## src/hdl/box_blur_zero_padded_macros.svh

```systemverilog
// Assertion macros for the box blur block.
// Used by files that check their own logic; needs a clock named clk and reset rst.
`ifndef BOX_BLUR_ZERO_PADDED_MACROS_SVH
`define BOX_BLUR_ZERO_PADDED_MACROS_SVH

// condition holds at every edge out of reset
`define BB_ASSERT_ALWAYS(label, cond, msg) \
  label: assert property (@(posedge clk) disable iff (rst) (cond)) else $error(msg);

// a implies c in the same cycle
`define BB_ASSERT_IMP(label, a, c, msg) \
  label: assert property (@(posedge clk) disable iff (rst) (a) |-> (c)) else $error(msg);

// a implies c in the next cycle
`define BB_ASSERT_NEXT(label, a, c, msg) \
  label: assert property (@(posedge clk) disable iff (rst) (a) |=> (c)) else $error(msg);

`endif

```

## src/hdl/bb_pkg.sv

```systemverilog
// Shared types and constants for the box blur block.
// No dependencies.
package bb_pkg;
  localparam int DEF_MAX_WIDTH  = 1024;
  localparam int DEF_MAX_KERNEL = 15;
  localparam int MAX_HEIGHT     = 1024;
  localparam int DIM_W   = 11;   // width and height register bits
  localparam int KER_W   = 4;    // kernel register bits
  localparam int CNT_W   = 22;   // pixel counters
  localparam int POS_W   = 13;   // signed tap position
  localparam int SUM_W   = 16;
  localparam int PADDR_W = 4;

  localparam logic [1:0] REG_WIDTH  = 2'd0;
  localparam logic [1:0] REG_HEIGHT = 2'd1;
  localparam logic [1:0] REG_KERNEL = 2'd2;

  typedef struct packed {
    logic [DIM_W-1:0] width;
    logic [DIM_W-1:0] height;
    logic [KER_W-1:0] ksize;
  } cfg_t;

  typedef enum logic [2:0] {
    ST_IDLE, ST_SUM, ST_DRAIN, ST_DIV, ST_DONE
  } state_t;
endpackage

```

## src/hdl/bb_regs.sv

```systemverilog
// Configuration registers behind the APB-style port.
// Uses bb_pkg for cfg_t and register indexes.
module bb_regs
  import bb_pkg::*;
#(
  parameter int MAX_WIDTH  = DEF_MAX_WIDTH,
  parameter int MAX_KERNEL = DEF_MAX_KERNEL
) (
  input  logic               clk,
  input  logic               rst,
  input  logic               psel,
  input  logic               penable,
  input  logic               pwrite,
  input  logic [PADDR_W-1:0] paddr,
  input  logic [31:0]        pwdata,
  output logic [31:0]        prdata,
  output logic               pready,
  output cfg_t               cfg,
  output logic               cfg_hit
);
  localparam int KTOP = (MAX_KERNEL % 2 == 1) ? MAX_KERNEL : MAX_KERNEL - 1;

  logic             wr;
  logic [1:0]       idx;
  logic [DIM_W-1:0] wv;
  logic [DIM_W-1:0] hv;
  logic [KER_W-1:0] kv;

  assign pready = 1'b1;
  assign wr     = psel && penable && pwrite;
  assign idx    = paddr[3:2];

  // clamp incoming values
  always_comb begin
    wv = pwdata[DIM_W-1:0];
    if (wv == '0) begin
      wv = DIM_W'(1);
    end else if ({2'b0, wv} > 13'(MAX_WIDTH)) begin
      wv = DIM_W'(MAX_WIDTH);
    end
    hv = pwdata[DIM_W-1:0];
    if (hv == '0) begin
      hv = DIM_W'(1);
    end else if (hv > DIM_W'(MAX_HEIGHT)) begin
      hv = DIM_W'(MAX_HEIGHT);
    end
    kv = pwdata[KER_W-1:0];
    if ({2'b0, kv} > 6'(KTOP)) begin
      kv = KER_W'(KTOP);
    end
  end

  // even kernel sizes and unknown indexes are dropped
  assign cfg_hit = wr && ((idx == REG_WIDTH) || (idx == REG_HEIGHT) ||
                          ((idx == REG_KERNEL) && pwdata[0]));

  always_ff @(posedge clk) begin
    if (rst) begin
      cfg.width  <= DIM_W'(512);
      cfg.height <= DIM_W'(512);
      cfg.ksize  <= KER_W'(3);
    end else if (cfg_hit) begin
      unique case (idx)
        REG_WIDTH:  cfg.width  <= wv;
        REG_HEIGHT: cfg.height <= hv;
        default:    cfg.ksize  <= kv;
      endcase
    end
  end

  always_comb begin
    unique case (idx)
      REG_WIDTH:  prdata = {21'b0, cfg.width};
      REG_HEIGHT: prdata = {21'b0, cfg.height};
      REG_KERNEL: prdata = {28'b0, cfg.ksize};
      default:    prdata = '0;
    endcase
  end
endmodule

```

## config.mk

```make
export PLATFORM = sky130hd
export DESIGN_NAME = bb_regs
export DESIGN_NICKNAME = d
export VERILOG_FILES = /design/src/hdl/box_blur_zero_padded_macros.svh /design/src/hdl/bb_pkg.sv /design/src/hdl/bb_regs.sv
export SDC_FILE = /design/constraint.sdc
export NUM_CORES = 1
export LEC_CHECK = 0
export BUFFER_PORTS_ARGS = -buffer_cell sky130_fd_sc_hd__buf_2
export CORE_MARGIN = 3
export CORE_UTILIZATION = 29
export CTS_BUF_LIST = sky130_fd_sc_hd__clkbuf_8
export DETAILED_ROUTE_END_ITERATION = 8
export GPL_TIMING_DRIVEN = 0
export HOLD_SLACK_MARGIN = 0.1
export PLACE_DENSITY_LB_ADDON = 0.1
export SYNTH_ARGS = -nofsm -noshare
export SYNTH_HDL_FRONTEND = slang
export SYNTH_SLANG_ARGS = --single-unit
```

## constraint.sdc

```tcl
create_clock -name clk -period 3.7 [get_ports clk]
set_clock_uncertainty 0.2 [all_clocks]
set_input_delay 0.37 -clock clk [delete_from_list [all_inputs] [get_ports clk]]
set_output_delay 0.37 -clock clk [all_outputs]
set_load 0.005 [all_outputs]
```

==> results.py, run 1 <==
metrics = {
    "clocking": {
        "post_cts_buffers": 0,
        "clkSlewWorstSetupHoldPaths_ns": 0.09,
        "ctsResizeCount": 0,
        "cts_tree": "built",
        "numClockSinks": 26,
        "clock_path_buffers": 2,
        "hold_buffers": 0,
        "cts-root-buf": "clkbuf_8",
        "clock_latency_ns": 0.27,
        "htree_levels": 1,
        "numCtsBuffers": 3,
    },
    "sta": {
        "fmax_ghz": 0.444,
        "tns_ns": 0,
        "period_needed_ns": 2.25,
        "setup_viol": 0,
        "slew_violations": 0,
        "worstMarginPinSlew_ns": 0.720,
        "min_period_over_period_pct": 60.9,
        "rsz0062_at_grt": "no",
        "relSlewSlack_pct": 52.0,
        "finalHoldViolCount": 0,
    },
    "outcome": {
        "status": "finished, final reports clean",
    },
    "setup_path": {
        "r2r_end": "cfg[15]",
        "path_delay_family": "buffers and inverters",
        "critPathLaunchType": "input pin",
        "slowest_delay_ns": 0.60,
        "crit_top_cell": "clkbuf_1",
        "slowest_stage": "clkbuf_1",
        "reg2reg_depth": 2,
        "path_max_fanout": 10,
        "critPathBufInv": 3,
        "required_ns": 3.13,
        "critPathCaptureType": "output port",
        "crit_chain": "clkbuf_1 > clkbuf_1 > mux2i_1 > nor2_1 > buf_2",
        "crit_type": "in -> out",
        "cp.arrival_ns": 1.68,
        "timing.rr.start": "cfg[15]",
        "r2r_slack_ns": 2.74,
    },
    "drt": {
        "wl_per_cell_um": 13.6,
        "wirelength_um": 4530,
        "viasPerCell": 4.69,
        "detail_route.first_pass.iterations": 4,
        "vias": 1568,
        "antenna_left": 0,
        "post-route-drc-count": 0,
        "drt_iter0_markers": 66,
    },
    "floorplanning": {
        "die_w_um": 77.7,
        "core_um2": 4850,
        "fp-row-count": 25,
        "start_util_pct": 30.8,
        "die-area_um2": 6040,
        "io_pins": 101,
        "die_h_um": 77.7,
    },
    "hold_path": {
        "hold_path_depth": 2,
        "hp-start": "pwdata[5]",
        "hold_path_class": "in -> reg",
        "hold_end": "cfg[9]",
    },
    "synth": {
        "syn_inst": 190,
        "ys_ff_latch": 26,
        "ys_warn_count": 0,
        "syn_area_um2": 1490,
        "seq_area_frac_synth_pct": 34.9,
        "netlist-cell-type-count": 30,
        "syn_avg_cell_area_um2": 7.86,
    },
    "final_layout": {
        "seqCellArea_um2": 520,
        "top_register": "cfg",
        "top_regs": "cfg: 26 flops",
        "utilization_pct": 41.0,
        "drive_gt1_share_pct": 30.7,
        "largest_reg_flops": 26,
        "antennaDiodeCount": 0,
        "syn2layout_area_growth_pct": 33.2,
        "fillCellCount": 528,
        "multi_input_area_um2": 803,
        "fin_nets": 309,
    },
    "run": {
        "cap_violations": 0,
    },
    "pwr": {
        "powerDensity_nw_per_um2": 310,
        "p_leak_nw": 0.945,
        "vdd_drop_max_v": 0.000262,
    },
    "global_route": {
        "grt_use_total_pct": 15.0,
        "grt_pass1_wl_um": 7270,
        "antenna_found_initial": 0,
        "grt-ovfl-total": 0,
        "first_global_vias": 1464,
        "grt_max_degree": 16,
    },
    "place": {
        "dpl.hpwl_um": 3430,
        "routabilityCongestion": 0.764,
        "io_buffers": 53,
    },
}
[cell usage after synthesis]
cell type	n	area share, %
a31o_1	2	1.2
conb_1	2	0.50
a21oi_1	15	5.0
or4_4	1	0.75
clkbuf_1	15	3.8
o31ai_1	4	2.0
and3b_1	1	0.59
nor2_1	11	2.8
nand3b_1	1	0.50
and4b_1	1	0.67
o21ai_1	7	2.3
o32ai_1	2	1.2
buf_4	22	11
o211ai_1	4	2.0
o311ai_1	2	1.2
o211a_1	2	1.3
o41a_1	1	0.75
inv_2	2	0.50
nor2b_1	6	2.5
nand2_1	9	2.3
mux2i_1	11	7.4
inv_1	4	1.0
or2_0	1	0.42
or3_1	1	0.42
dfxtp_1	26	35
o21ai_0	15	5.0
o31a_1	1	0.59
and3_1	1	0.42
nand4b_1	1	0.59
nand3_1	19	6.4
[layout make-up]
class,instances,area share [%]
inverter,6,1.13
tap,67,4.22
clock buffer,3,2.08
clock inverter,1,1.51
multi-input combinational,141,40.4
timing repair buffer,53,13.3
sequential,26,26.2
buffer,37,11.1
[where the power goes]
part           internal (mW)  leakage (nW)  switching [mW]  total (mW)
clock network          0.145        0.0357          0.0960       0.241
registers              0.282         0.210         0.00174       0.284
logic                 0.0381         0.700          0.0537      0.0918
total                  0.465         0.945           0.151       0.617
[stage by stage]
| stage | instance area (um^2) | total power [mW] | hold WS, ns | setup WS, ns | instances |
|---|---|---|---|---|---|
| after floorplan | 1570 | 0.349 | 0.276 | 1.89 | 210 |
| after global placement | 1920 | 0.382 | 0.269 | 1.47 | 330 |
| after detailed placement | 1920 | 0.381 | 0.273 | 1.45 | 330 |
| after CTS | 1990 | 0.622 | 0.147 | 1.45 | 334 |
| after global routing | 1990 | 0.640 | 0.161 | 1.31 | 334 |
| final | 1990 | 0.617 | 0.152 | 1.45 | 334 |
[worst max path at each step]
stage | start | end | slack (ns) | cells after the start
6_report | paddr[2] | prdata[6] | 1.45 | 5
5_1_grt | paddr[2] | prdata[5] | 1.31 | 5
4_1_cts | paddr[2] | prdata[6] | 1.45 | 5
3_5_place_dp | paddr[2] | prdata[6] | 1.45 | 5
3_3_place_gp | paddr[2] | prdata[2] | 1.47 | 5
2_1_floorplan | pwdata[4] | cfg[10] | 1.89 | 3
[logic make-up after synthesis]
family / synth area share [%]
simple gates: 18.3
compound gates: 22.6
flops: 34.9
other cells: 0.503
buf+inv: 16.3
mux: 7.38
[cell usage in the layout (no fill, tap or decap), types with 2 or more instances in the layout]
master,count
buf_2,53
dfxtp_1,26
buf_4,22
conb_1,22
nand3_1,19
clkbuf_1,15
a21oi_1,15
o21ai_0,15
mux2i_1,11
nor2_1,11
nand2_1,9
o21ai_1,7
nor2b_1,6
o211ai_1,4
o31ai_1,4
inv_1,4
clkbuf_8,3
inv_2,2
o211a_1,2
a31o_1,2
o32ai_1,2
o311ai_1,2
[layer usage]
metal	global-route usage, %	vias to the layer above	part of all wire [%]
li1	-	781	-
met4	4.27	0	2.2
met5	0	-	0
met1	18.7	714	43
met3	4.18	12	7.9
met2	25.1	61	47
No activity file was read; power rests on OpenSTA's default activity.
==> run 2: changes to the inputs <==
--- a/config.mk
+++ b/config.mk
@@ -5,6 +5,7 @@
 export SDC_FILE = /design/constraint.sdc
 export NUM_CORES = 1
 export LEC_CHECK = 0
+export ABC_AREA = 1
 export BUFFER_PORTS_ARGS = -buffer_cell sky130_fd_sc_hd__buf_2
 export CORE_MARGIN = 3
 export CORE_UTILIZATION = 29
==> constraint.sdc (replaced) <==
create_clock -name clk -period 2.1 [get_ports clk]
set_clock_uncertainty 0.2 [all_clocks]
set_input_delay 0.21 -clock clk [delete_from_list [all_inputs] [get_ports clk]]
set_output_delay 0.21 -clock clk [all_outputs]
set_load 0.005 [all_outputs]
==> results.py, run 2 <==
metrics = {
    "outcome": {
        "status": "finished, final reports clean",
    },
    "sta": {
        "slew_violations": 0,
        "fmax_ghz": 0.582,
        "setup_viol": 0,
        "setup_ws_ns": 0.380,
        "tns_ns": 0,
        "finalHoldViolCount": 0,
        "period_needed_ns": 1.72,
        "min_period_over_period_pct": 81.9,
        "rsz0062_at_grt": "no",
    },
    "floorplanning": {
        "die_w_um": 74.7,
        "start_util_pct": 30.8,
        "io_pins": 101,
        "fp-row-count": 24,
        "core_um2": 4440,
        "die_h_um": 74.7,
        "die-area_um2": 5590,
    },
    "run": {
        "cap_violations": 0,
    },
    "drt": {
        "met1_length_um": 1800,
        "post-route-drc-count": 0,
        "antenna_left": 0,
        "detail_route.first_pass.iterations": 4,
        "viasPerCell": 4.38,
        "drt_iter0_markers": 50,
        "routed-wl-met3_um": 249,
        "vias": 1425,
        "top_layer_used": "met4",
        "wl_per_cell_um": 12.1,
        "wl_met2_um": 1850,
        "wirelength_um": 3940,
    },
    "setup_path": {
        "crit_type": "in -> reg",
        "critPathLaunchType": "input pin",
        "critPathCaptureType": "register",
        "required_ns": 2.12,
        "cp.arrival_ns": 1.74,
        "path_max_fanout": 7,
        "r2r_slack_ns": 0.75,
    },
    "synth": {
        "synth-async-reset-ratio_pct": 0,
        "synth_edf_count": 0,
        "seq_area_frac_synth_pct": 38.0,
        "synth_top_cells_by_count": "nand2_1, dfxtp_1, buf_4",
        "yosys-top-cells-area": "dfxtp_1, buf_4, nand2_1, o21ai_0, a21oi_1",
        "syn_inst": 184,
        "synth_top_area_share_pct": 38.0,
        "synth_flop_cell": "dfxtp_1",
        "yosysTopAreaCell": "dfxtp_1",
        "ys_ff_latch": 26,
        "netlist-cell-type-count": 22,
        "synth_most_common_cell": "nand2_1",
        "ys_warn_count": 0,
        "syn_avg_cell_area_um2": 7.45,
        "syn_area_um2": 1370,
    },
    "final_layout": {
        "syn2layout_area_growth_pct": 41.6,
        "top_register": "cfg",
        "mostFrequentLayoutCells": "buf_2, nand2_1, dfxtp_1",
        "final_common_cell": "buf_2",
        "drive_gt1_share_pct": 36.3,
        "top_regs": "cfg: 26 flops",
        "finish.instance_area_um2": 1940,
        "fin_nets": 315,
        "antennaDiodeCount": 0,
        "largest_reg_flops": 26,
        "final_cell_count_no_fill": 325,
    },
    "global_route": {
        "first_global_vias": 1264,
        "antenna_found_initial": 0,
        "grt-ovfl-total": 0,
        "grt_pass1_wl_um": 6170,
        "grt_use_total_pct": 14.6,
        "grt_max_degree": 15,
    },
    "clocking": {
        "clock_path_buffers": 2,
        "cts-root-buf": "clkbuf_8",
        "post_cts_buffers": 0,
        "numCtsBuffers": 3,
        "clock_latency_ns": 0.27,
        "cts_tree": "built",
        "htree_levels": 1,
        "clkSlewWorstSetupHoldPaths_ns": 0.09,
        "numClockSinks": 26,
    },
    "pwr": {
        "p_leak_nw": 1.05,
        "powerDensity_nw_per_um2": 523,
        "vdd_drop_max_v": 0.000204,
        "p_sw_share_pct": 25.8,
        "p_clk_share_pct": 33.0,
        "power_frac_comb_pct": 16.8,
        "seq_power_share_pct": 50.3,
        "p_int_uw": 753,
        "power_switching_uw": 262,
    },
    "place": {
        "dp_worst_setup_slack_ns": 0.467,
        "dpl.hpwl_um": 2970,
        "routabilityCongestion": 0.794,
        "io_buffers": 55,
        "post_dp_cell_area_um2": 1790,
        "placed_cells": 311,
    },
    "hold_path": {
        "hold_path_class": "in -> reg",
    },
}
==> run 2: cell count changes after synthesis, sizes merged, moves of 8 or more <==
cell    previous run  this run
clkbuf            15         3
inv                6        14
mux2i             11         0
nand2              9        36
nand3             19        10
==> run 2: final timing paths <==
| kind | startpoint | depth (start not counted) | to |
|---|---|---|---|
| worst max-delay path | pwdata[2] | 7 | cfg[23] |
| worst min-delay path | pwdata[4] | 5 | cfg[19] |
| worst min register to register | cfg[8] | 2 | cfg[8] |
| worst max register to register | cfg[3] | 3 | cfg[3] |
==> run 2: cells by family after synthesis <==
logic type | synth area share (%)
compound gates | 21.7
buf+inv | 18.5
flops | 38.0
simple gates | 21.2
other cells | 0.548
==> run 2: layout make-up <==
cell class | count | area, um^2
fillers | 489 | 2500
flip-flops and latches | 26 | 520
well taps | 52 | 65.1
repair buffers | 65 | 375
multi-input cells | 136 | 671
plain buffers | 28 | 199
inverters | 14 | 55.1
clock buffers | 4 | 55.1
==> run 2: worst max-delay path, cell delays in order <==
cell and delay, ns:
dlygate4sd3_1 0.54, buf_2 0.14, nor2_1 0.14, nand3_1 0.11, o21ai_2 0.31, nand2_1 0.15
a21oi_1 0.14
==> run 2: stage by stage <==
stage	power, mW	hold slack [ns]	utilization [%]
4_1_cts	1.02	0.113	43.7
3_3_place_gp	0.679	0.237	40.2
3_5_place_dp	0.679	0.231	40.2
6_report	1.01	0.106	43.7
2_1_floorplan	0.618	0.0791	-
5_1_grt	1.07	0.147	43.7
==> run 2: metal layers <==
| metal | vias to the layer above | GRT usage [%] |
|---|---|---|
| li1 | 741 | - |
| met1 | 632 | 18.7 |
| met2 | 47 | 25.0 |
| met3 | 5 | 2.67 |
| met4 | 0 | 4.15 |
| met5 | - | 0 |
==> run 2: what timing repair did <==
item,in CTS,in global routing
hold buffers,10,0
resized for setup,0,0
hold endpoints to repair,20,0
==> run 2: power by group through the flow <==
| stage | logic (mW) | clock network (mW) | registers (mW) |
|---|---|---|---|
| 3_3_place_gp | 0.157 | 0 | 0.522 |
| 3_5_place_dp | 0.158 | 0 | 0.522 |
| 2_1_floorplan | 0.0959 | 0 | 0.522 |
| 6_report | 0.170 | 0.334 | 0.510 |
| 5_1_grt | 0.194 | 0.362 | 0.512 |
| 4_1_cts | 0.172 | 0.342 | 0.510 |
