## src/hdl/box_blur_zero_padded_macros.svh

```systemverilog
// Assertion macros for the box blur block.
// Used by files that check their own logic; needs a clock named clk and reset rst.
`ifndef BOX_BLUR_ZERO_PADDED_MACROS_SVH
`define BOX_BLUR_ZERO_PADDED_MACROS_SVH

// condition holds at every edge out of reset
`define BB_ASSERT_ALWAYS(label, cond, msg) \
  label: assert property (@(posedge clk) disable iff (rst) (cond)) else $error(msg);

// a implies c in the same cycle
`define BB_ASSERT_IMP(label, a, c, msg) \
  label: assert property (@(posedge clk) disable iff (rst) (a) |-> (c)) else $error(msg);

// a implies c in the next cycle
`define BB_ASSERT_NEXT(label, a, c, msg) \
  label: assert property (@(posedge clk) disable iff (rst) (a) |=> (c)) else $error(msg);

`endif

```

## src/hdl/bb_pkg.sv

```systemverilog
// Shared types and constants for the box blur block.
// No dependencies.
package bb_pkg;
  localparam int DEF_MAX_WIDTH  = 1024;
  localparam int DEF_MAX_KERNEL = 15;
  localparam int MAX_HEIGHT     = 1024;
  localparam int DIM_W   = 11;   // width and height register bits
  localparam int KER_W   = 4;    // kernel register bits
  localparam int CNT_W   = 22;   // pixel counters
  localparam int POS_W   = 13;   // signed tap position
  localparam int SUM_W   = 16;
  localparam int PADDR_W = 4;

  localparam logic [1:0] REG_WIDTH  = 2'd0;
  localparam logic [1:0] REG_HEIGHT = 2'd1;
  localparam logic [1:0] REG_KERNEL = 2'd2;

  typedef struct packed {
    logic [DIM_W-1:0] width;
    logic [DIM_W-1:0] height;
    logic [KER_W-1:0] ksize;
  } cfg_t;

  typedef enum logic [2:0] {
    ST_IDLE, ST_SUM, ST_DRAIN, ST_DIV, ST_DONE
  } state_t;
endpackage

```

## src/hdl/bb_div.sv

```systemverilog
// Serial restoring divider, one quotient bit per cycle.
// Uses bb_pkg for the dividend width.
module bb_div
  import bb_pkg::*;
(
  input  logic             clk,
  input  logic             rst,
  input  logic             start,
  input  logic [SUM_W-1:0] dividend,
  input  logic [7:0]       divisor,
  output logic             done,
  output logic [SUM_W-1:0] quotient
);
  localparam int CW = $clog2(SUM_W);

  logic [8:0]    rem;
  logic [8:0]    trial;
  logic [7:0]    dvs;
  logic [CW-1:0] count;
  logic          busy;

  assign trial = {rem[7:0], quotient[SUM_W-1]};

  always_ff @(posedge clk) begin
    if (rst) begin
      busy <= 1'b0;
      done <= 1'b0;
    end else begin
      done <= 1'b0;
      if (start) begin
        busy  <= 1'b1;
        count <= '0;
      end else if (busy) begin
        count <= count + 1'b1;
        if (count == CW'(SUM_W - 1)) begin
          busy <= 1'b0;
          done <= 1'b1;
        end
      end
    end
  end

  // shift and subtract datapath
  always_ff @(posedge clk) begin
    if (start) begin
      rem      <= '0;
      quotient <= dividend;
      dvs      <= divisor;
    end else if (busy) begin
      if (trial >= {1'b0, dvs}) begin
        rem      <= trial - {1'b0, dvs};
        quotient <= {quotient[SUM_W-2:0], 1'b1};
      end else begin
        rem      <= trial;
        quotient <= {quotient[SUM_W-2:0], 1'b0};
      end
    end
  end
endmodule

```

## config.mk

```make
export PLATFORM = sky130hd
export DESIGN_NAME = bb_div
export DESIGN_NICKNAME = d
export VERILOG_FILES = /design/src/hdl/box_blur_zero_padded_macros.svh /design/src/hdl/bb_pkg.sv /design/src/hdl/bb_div.sv
export SDC_FILE = /design/constraint.sdc
export NUM_CORES = 1
export LEC_CHECK = 0
export BUFFER_PORTS_ARGS = -buffer_cell sky130_fd_sc_hd__buf_2
export CELL_PAD_IN_SITES_DETAIL_PLACEMENT = 1
export CELL_PAD_IN_SITES_GLOBAL_PLACEMENT = 1
export CORE_MARGIN = 4
export CORE_UTILIZATION = 38
export CTS_CLUSTER_DIAMETER = 150
export DETAILED_ROUTE_END_ITERATION = 8
export PLACE_DENSITY_LB_ADDON = 0.1
export SETUP_SLACK_MARGIN = 0.2
export SYNTH_ARGS = -nofsm -noshare
export SYNTH_HDL_FRONTEND = slang
export SYNTH_SLANG_ARGS = --single-unit
```

## constraint.sdc

```tcl
create_clock -name clk -period 2.2 [get_ports clk]
set_clock_uncertainty 0.15 [all_clocks]
set_input_delay 0.22 -clock clk [delete_from_list [all_inputs] [get_ports clk]]
set_output_delay 0.22 -clock clk [all_outputs]
set_load 0.005 [all_outputs]
```

==> results of run 1 <==
[registers in the layout (all words and copies together), names as in the netlist]
register,cells
busy,1
count,4
done,1
dvs,8
quotient,16
rem,8
[layout by cell type (no fill, tap or decap), drive strengths merged, types with 2 or more instances in the layout]
master,Yosys,routed
a31o,2,2
nor2,12,12
nor3b,2,2
a211oi,6,6
nand2,4,4
xnor2,3,3
dfxtp,10,10
o2111ai,2,2
inv,10,10
o21a,3,3
nor2b,4,4
xor2,2,2
a21o,3,3
buf,5,56
a21oi,2,2
clkbuf,0,8
ha,9,9
mux2,17,17
nand3,3,3
o31ai,3,3
dlygate4sd3,0,9
o21ai,4,4
edfxtp,28,28
mux2i,4,4
[metal layers]
layer	part of all wire	global-route usage
met1	0.42	0.183
met5	0	0
met4	0.018	0.0481
met2	0.52	0.277
met3	0.044	0.0474
[area by class of cell]
type | count | area share
clock buffers | 8 | 0.0345
inverters | 10 | 0.0144
multi-input cells | 97 | 0.360
flip-flops and latches | 38 | 0.398
well taps | 67 | 0.0321
repair buffers | 65 | 0.160
[logic make-up (layout without fill, tap and decap cells)]
family | after synthesis | count (layout) | share of synthesized area
compound gates | 28 | 28 | 0.116
buf+inv | 15 | 83 | 0.0381
fa+ha+maj | 10 | 10 | 0.0684
xor+xnor | 5 | 5 | 0.0226
mux | 21 | 21 | 0.121
flops | 38 | 38 | 0.537
simple gates | 33 | 33 | 0.0968
[timing repair]
action	CTS	global route
buffers inserted	4	3
endpoints found under the hold margin	9	0
hold buffers	9	0
resized for setup	13	10
pin swaps	7	12
endpoints found under the setup margin	8	9
[critical path: stages, from the launching register on]
cell	delay (ns)
edfxtp_1	0.40
inv_2	0.09
ha_4	0.15
fa_2	0.21
nor2b_1	0.06
o31a_1	0.25
o21a_1	0.18
or3_1	0.33
nand3_2	0.10
a311oi_2	0.09
[power by group through the flow]
stage,sequential [mW],combinational (mW),clock [mW]
2_1_floorplan,0.896,0.265,0
3_3_place_gp,0.899,0.381,0
3_5_place_dp,0.901,0.394,0
4_1_cts,0.891,0.471,0.514
5_1_grt,0.901,0.562,0.548
6_report,0.891,0.515,0.495
[path summary, 6_finish.rpt]
| check | endpoint | depth (start not counted) |
|---|---|---|
| min reg2reg | rem[4] | 2 |
| max reg2reg | rem[6] | 9 |
| min | quotient[2] | 2 |
| max | rem[6] | 9 |
[per-stage QoR]
| stage | setup TNS (ns) | utilization | total power [mW] | instances | area (um^2) |
|---|---|---|---|---|---|
| detailed placement | 0 | 0.467 | 1.30 | 261 | 2250 |
| global placement | 0 | 0.467 | 1.28 | 261 | 2250 |
| CTS | 0 | 0.528 | 1.88 | 282 | 2540 |
| global route | -0.0640 | 0.543 | 2.01 | 285 | 2610 |
| floorplan | 0 | - | 1.16 | 150 | 1940 |
| finish | 0 | 0.543 | 1.90 | 285 | 2610 |
==> flow_summary.yaml, run 1 <==
sta:
  tightestPinTransition_ns: 0.411
  slew_headroom: 0.726
  max_freq_mhz: 471
  finalHoldWorstSlack_ns: 0.0853
  slew_viol_final: 0
  period_needed_ns: 2.12
  fin_crit_sh: 0.965
  hold_viol: 0
  finalSetupViolCount: 0
  rsz0062_at_grt: "yes"
  fin_ws_ns: 0.0774
routing:
  drc_errors: 0
  post_drt_wl_per_cell_um: 16.4
  drtIter0Drc: 46
  wl_um: 4680
  firstDrtPassIters: 4
  ant_nets: 0
  viasPerCell: 5.11
  routed-via-count: 1455
critical_path:
  reg2reg_from: "quotient[15]"
  crit_arrival_ns: 2.13
  critPathKind: "reg2reg"
  cp-startpoint: "quotient[15]"
  cp.required_ns: 2.21
  end_kind: "flip-flop"
  r2r_slack_ns: 0.08
  path_max_fanout: 2
  cp-start-kind: "flip-flop"
global_routing:
  grt_util_all_layers: 0.157
  grt_pass1_vias: 1608
  grt_remaining_overflow: 0
  grt_max_degree: 20
  grt_pass1_wl_um: 7710
  antenna_found_initial: 0
synthesis:
  synthArstFlopShare: 0
  syn_area_um2: 1940
  synth_area_leader_cell: "edfxtp_1"
  synth_seq_cells: 38
  synth_area_leaders: "edfxtp_1 43%, dfxtp_1 10%, mux2_2 9.3%, ha_1 5.8%, nor2_1 2.3%"
  synth_cell_types: 42
  ys_seq_area_frac: 0.537
  postSynthAreaPerCell_um2: 12.9
  synth_common_cells: "28 x edfxtp_1, 16 x mux2_2, 12 x nor2_1"
  synth_fp_nets: 187
  synth_top_area_share: 0.434
  yosys_most_used_dff: "edfxtp_1"
  ys.warnings.count: 0
  yosysMostFrequentCell: "edfxtp_1"
  syn_inst: 150
  synth_edf_count: 28
floorplanning:
  fp.dieArea_um2: 6310
  die_x_um: 79.4
  fp-row-count: 25
  die_h_um: 79.4
  coreArea_um2: 4820
  start_util: 0.402
  boundaryPins: 44
power_and_ir_drop:
  p_leak_nw: 1.06
  p_sw_mw: 0.525
  combPwrFrac: 0.271
  p_clk_frac: 0.260
  ir_drop_uv: 341
  power_density_nw_per_um2: 728
  p_int_mw: 1.38
  power_frac_seq: 0.469
  swShare: 0.276
cts:
  cts_buffers: 5
  clock_path_buffers: 2
  clk_pin_slew_ns: 0.07
  h-tree-depth: 2
  cts.sinks: 38
  cts_root_buf: "clkbuf_8"
  cts_tree: "built"
  clk_latency_ns: 0.29
final_layout:
  multi_input_area_um2: 942
  fillers: 532
  diodes: 0
  syn_to_final_growth_pct: 34.9
  finalNetCount: 254
  seqCellArea_um2: 1040
  drive_gt1_frac: 0.477
place:
  io_buffer_count: 43
  hpwl_um: 3150
  gp_congestion: 0.798
  dpl_worst_slack_ns: 0.0267
min_path:
  hp-start: "dividend[2]"
  min_path_type: "in2reg"
flow_run:
  drv_cap: 0
outcome:
  status: "finished, final reports clean"
Power figures use the tool's default switching activity.
==> run 2: changes to the inputs <==
Settings changed: CAP_MARGIN set to 20, REMOVE_ABC_BUFFERS set to 1.
==> run 2 against run 1 <==
Highest routed layer unchanged. Largest cell class unchanged. Sequential cell count did not move. First-iteration DRC count rose by 24%. Sequential power barely moved. Critical endpoint unchanged.
==> flow_summary.yaml, run 2 (synthesis gave the netlist of run 1 again) <==
outcome:
  status: "finished, final reports clean"
power_and_ir_drop:
  p_int_mw: 1.50
  swShare: 0.261
  combPwrFrac: 0.257
  p_sw_mw: 0.531
  power_frac_seq: 0.438
  power.total_mw: 2.03
  ir_drop_uv: 370
  p_leak_nw: 1.08
  p_clk_frac: 0.306
  power_density_nw_per_um2: 763
critical_path:
  cp.required_ns: 2.21
  end_kind: "flip-flop"
  cp-start-kind: "flip-flop"
  crit_arrival_ns: 2.16
  critPathKind: "reg2reg"
  path_max_fanout: 2
routing:
  ant_nets: 0
  drc_errors: 0
  firstDrtPassIters: 4
  wl_um: 4760
  routed-via-count: 1418
  post_drt_wl_per_cell_um: 16.5
  viasPerCell: 4.92
  drtIter0Drc: 57
floorplanning:
  fp-row-count: 25
  coreArea_um2: 4820
  boundaryPins: 44
  die_x_um: 79.4
  fp.dieArea_um2: 6310
  start_util: 0.402
  die_h_um: 79.4
sta:
  rsz0062_at_grt: "yes"
  setup_tns_ns: 0
  hold_viol: 0
  slew_headroom: 0.693
  fin_ws_ns: 0.0513
  finalSetupViolCount: 0
  fin_crit_sh: 0.977
  tightestPinTransition_ns: 0.460
  period_needed_ns: 2.15
  slew_viol_final: 0
  max_freq_mhz: 465
cts:
  clk_latency_ns: 0.29
  clock_path_buffers: 2
  cts.sinks: 38
  h-tree-depth: 2
  cts_tree: "built"
  cts_root_buf: "clkbuf_8"
  clk_pin_slew_ns: 0.08
  cts_buffers: 5
final_layout:
  largest_reg_flops: 16
  syn_to_final_growth_pct: 37.4
  largest-register: "quotient"
  reg_top3: "quotient x16, dvs x8, rem x8"
  final_cell_area_um2: 2660
  drive_gt1_frac: 0.480
  diodes: 0
  mostFrequentLayoutCells: "43 x buf_2, 28 x edfxtp_1, 15 x mux2_2"
  fillers: 529
  final_common_cell: "buf_2"
  finalNetCount: 257
global_routing:
  met2_usage: 0.290
  antenna_found_initial: 0
  grtUsageMet3: 0.0530
  grt-busiest-layer: "met2"
  grt_pass1_wl_um: 7860
  grt_util_all_layers: 0.164
  grt_max_degree: 22
  met1_usage: 0.188
  grt_remaining_overflow: 0
  grt_pass1_vias: 1586
place:
  gp_congestion: 0.833
  io_buffer_count: 43
  hpwl_um: 3130
  dpl_worst_slack_ns: -0.00782
  placed_area_um2: 2250
min_path:
  min_path_type: "in2reg"
flow_run:
  drv_cap: 0
run 2: cell types whose count changed in the layout (fill, tap and decap cells not counted), moves of 2 or more:
| cell | change |
|---|---|
| mux2i_1 | +2 |
| ha_1 | -3 |
| buf_4 | +2 |
| ha_2 | +2 |
| mux2i_2 | -2 |
run 2: worst paths after layout:
| check | start | endpoint | slack [ns] | depth (start not counted) |
|---|---|---|---|---|
| worst max-delay path | quotient[15] | rem[6] | 0.05 | 9 |
| worst min-delay path | dividend[3] | quotient[3] | 0.07 | 2 |
| worst max register to register | quotient[15] | rem[6] | 0.05 | 9 |
| worst min register to register | rem[4] | rem[4] | 0.37 | 2 |
run 2: worst max-delay path, cell delays in order, from the launching register on:
cell      delay, ns
edfxtp_1       0.40
inv_2          0.09
ha_4           0.15
fa_2           0.20
nor2b_1        0.06
o31a_1         0.27
o21a_1         0.19
or3_1          0.33
nand3_2        0.10
a311oi_2       0.10
run 2: area by class of cell:
type / instances / area, um^2 / area share
Multi-Input combinational cell: 97 / 940 / 0.353
Timing Repair Buffer: 68 / 445 / 0.167
Clock inverter: 1 / 30.0 / 0.0113
Clock buffer: 7 / 86.3 / 0.0324
Tap cell: 67 / 83.8 / 0.0315
Inverter: 10 / 37.5 / 0.0141
Sequential cell: 38 / 1040 / 0.391
run 2: layer usage:
metal / vias to the layer above / routed length, um
met5: - / 0
li1: 698 / -
met4: 0 / 64
met2: 26 / 2540
met1: 688 / 1960
met3: 6 / 194
run 2: metrics by stage:
| stage | hold slack, ns | util | cells |
|---|---|---|---|
| floorplan | 0.135 | - | 145 |
| global placement | 0.246 | 0.468 | 262 |
| detailed placement | 0.249 | 0.468 | 262 |
| CTS | 0.0660 | 0.541 | 287 |
| global route | 0.0627 | 0.553 | 288 |
| finish | 0.0730 | 0.553 | 288 |
run 2: power groups by stage:
stage / sequential, mW / combinational (mW) / clock [mW]
6_report: 0.889 / 0.521 / 0.621
5_1_grt: 0.898 / 0.569 / 0.677
4_1_cts: 0.888 / 0.487 / 0.634
3_5_place_dp: 0.899 / 0.392 / 0
3_3_place_gp: 0.896 / 0.383 / 0
2_1_floorplan: 0.900 / 0.248 / 0
run 2: repair_timing:
item	CTS	global route
gates resized for setup	14	10
hold endpoints to repair	9	0
pin swaps	10	3
setup endpoints to repair	9	9
buffers inserted	8	1
hold buffers	9	0
==> run 3: changes to the inputs <==
--- a/config.mk
+++ b/config.mk
@@ -6,8 +6,9 @@
 export NUM_CORES = 1
 export LEC_CHECK = 0
-export BUFFER_PORTS_ARGS = -buffer_cell sky130_fd_sc_hd__buf_2
+export BUFFER_PORTS_ARGS = -buffer_cell sky130_fd_sc_hd__buf_4
 export CAP_MARGIN = 20
 export CELL_PAD_IN_SITES_DETAIL_PLACEMENT = 1
 export CELL_PAD_IN_SITES_GLOBAL_PLACEMENT = 1
+export CORE_ASPECT_RATIO = 1.1
 export CORE_MARGIN = 4
 export CORE_UTILIZATION = 38
==> constraint.sdc (replaced) <==
create_clock -name clk -period 2.2 [get_ports clk]
set_clock_uncertainty 0.15 [all_clocks]
set_input_delay 0.22 -clock clk [delete_from_list [all_inputs] [get_ports clk]]
set_output_delay 0.22 -clock clk [all_outputs]
set_load 0.05 [all_outputs]
==> run 3 against run 2 <==
Cell area is 3.9% higher. Sequential power hardly changed. Wire length fell by 6.7%. Count of clock-buffer cells in the layout fell by 1. Via count up 1.3%. Sequential share of layout area shrank 1.5 points. Critical path depth unchanged. Sequential cell count is the same.
==> flow_summary.yaml, run 3 (synthesis gave the netlist of run 1 again) <==
outcome:
  status: "finished, final reports clean"
global_routing:
  grt_pass1_wl_um: 7260
  met1_usage: 0.181
  grt-busiest-layer: "met2"
  grt_max_degree: 22
  antenna_found_initial: 0
  grt_util_all_layers: 0.141
  met2_usage: 0.229
  grt_remaining_overflow: 0
  grt_pass1_vias: 1555
  grtUsageMet3: 0.0336
cts:
  cts_tree: "built"
  cts_buffers: 5
  clk_pin_slew_ns: 0.07
  clock_path_buffers: 2
  cts_root_buf: "clkbuf_8"
  h-tree-depth: 2
  clk_latency_ns: 0.29
  cts.sinks: 38
floorplanning:
  die_x_um: 76.1
  boundaryPins: 44
  fp.dieArea_um2: 6310
  fp-row-count: 27
  coreArea_um2: 4970
  die_h_um: 82.9
  start_util: 0.390
critical_path:
  critPathKind: "reg2reg"
  cp.required_ns: 2.21
  crit_arrival_ns: 2.12
  path_max_fanout: 2
  r2r_slack_ns: 0.09
  reg2reg_from: "quotient[15]"
  rr_worst_depth: 9
  end_kind: "flip-flop"
  timing.rr.end: "rem[6]"
  cp-start-kind: "flip-flop"
sta:
  rsz0062_at_grt: "yes"
  slew_viol_final: 0
  max_freq_mhz: 474
  period_needed_ns: 2.11
  slew_headroom: 0.585
  setup_tns_ns: 0
  tightestPinTransition_ns: 0.621
  finalSetupViolCount: 0
  fin_crit_sh: 0.959
  hold_viol: 0
routing:
  viasPerCell: 5.06
  wl_um: 4440
  ant_nets: 0
  drc_errors: 0
  routed-via-count: 1436
  firstDrtPassIters: 3
  drtIter0Drc: 34
  post_drt_wl_per_cell_um: 15.6
min_path:
  min_path_type: "in2reg"
  hp-start: "dividend[10]"
  worst_hold_path.endpoint: "quotient[10]"
  hold_depth: 2
final_layout:
  reg_top3: "quotient x16, dvs x8, rem x8"
  final_cell_area_um2: 2770
  drive_gt1_frac: 0.487
  final_util: 0.558
  largest-register: "quotient"
  seqCellArea_um2: 1040
  fin_cells: 284
  largest_reg_flops: 16
  multi_input_area_um2: 958
  diodes: 0
  syn_to_final_growth_pct: 42.9
  final_common_cell: "buf_4"
  mostFrequentLayoutCells: "62 x buf_4, 28 x edfxtp_1, 15 x mux2_2"
  fillers: 522
  finalNetCount: 262
place:
  io_buffer_count: 43
  gp_congestion: 0.738
  place_inst: 251
  hpwl_um: 3020
  placed_area_um2: 2330
power_and_ir_drop:
  ir_drop_uv: 393
  power_density_nw_per_um2: 736
  p_leak_nw: 1.13
flow_run:
  drv_cap: 0
-- run 3: worst max-delay path, stage by stage (launching register included) --
cell      delay [ns]
edfxtp_1        0.42
inv_2           0.10
ha_4            0.15
fa_2            0.21
nor2b_2         0.05
o31a_1          0.25
o21a_1          0.18
or3_1           0.30
nand3_1         0.09
a311oi_2        0.09
-- run 3: cell type report --
| class | instances | area share |
|---|---|---|
| Sequential cell | 38 | 0.376 |
| Multi-Input combinational cell | 97 | 0.346 |
| Timing Repair Buffer | 73 | 0.209 |
| Clock buffer | 6 | 0.0262 |
| Tap cell | 58 | 0.0262 |
| Inverter | 10 | 0.0136 |
| Clock inverter | 2 | 0.00316 |
-- run 3: routing by layer --
layer	vias up	routed length (um)
li1	710	-
met3	6	188
met1	692	1990
met5	-	0
met2	28	2200
met4	0	65
-- run 3: per-stage QoR --
stage / hold slack [ns] / worst slack [ns] / power [mW]
after global placement: 0.244 / 0.0717 / 1.42
after floorplan: 0.135 / -0.197 / 1.26
after CTS: 0.0743 / 0.0699 / 1.99
after detailed placement: 0.247 / 0.00495 / 1.44
final: 0.0819 / 0.0895 / 2.04
after global routing: 0.0751 / 0.0195 / 2.15
-- run 3: repair_timing --
action,CTS,global route
pin swaps,9,14
setup buffers,9,7
hold buffers,9,0
setup endpoints to repair,9,9
endpoints found under the hold margin,9,0
gates resized for setup,14,11
cloned,0,0
-- run 3: worst max path at each step --
stage                       startpoint      to
final                     quotient[15]  rem[6]
after global routing      quotient[15]  rem[6]
after CTS                       dvs[1]  rem[0]
after detailed placement        dvs[1]  rem[0]
after global placement    quotient[15]  rem[6]
after floorplan           quotient[15]  rem[6]
-- run 3: report_power, final --
| part | internal (mW) | leakage (nW) | switching [mW] |
|---|---|---|---|
| combinational | 0.335 | 0.728 | 0.355 |
| sequential | 0.848 | 0.361 | 0.0440 |
| clock | 0.218 | 0.0426 | 0.239 |
| total | 1.40 | 1.13 | 0.638 |
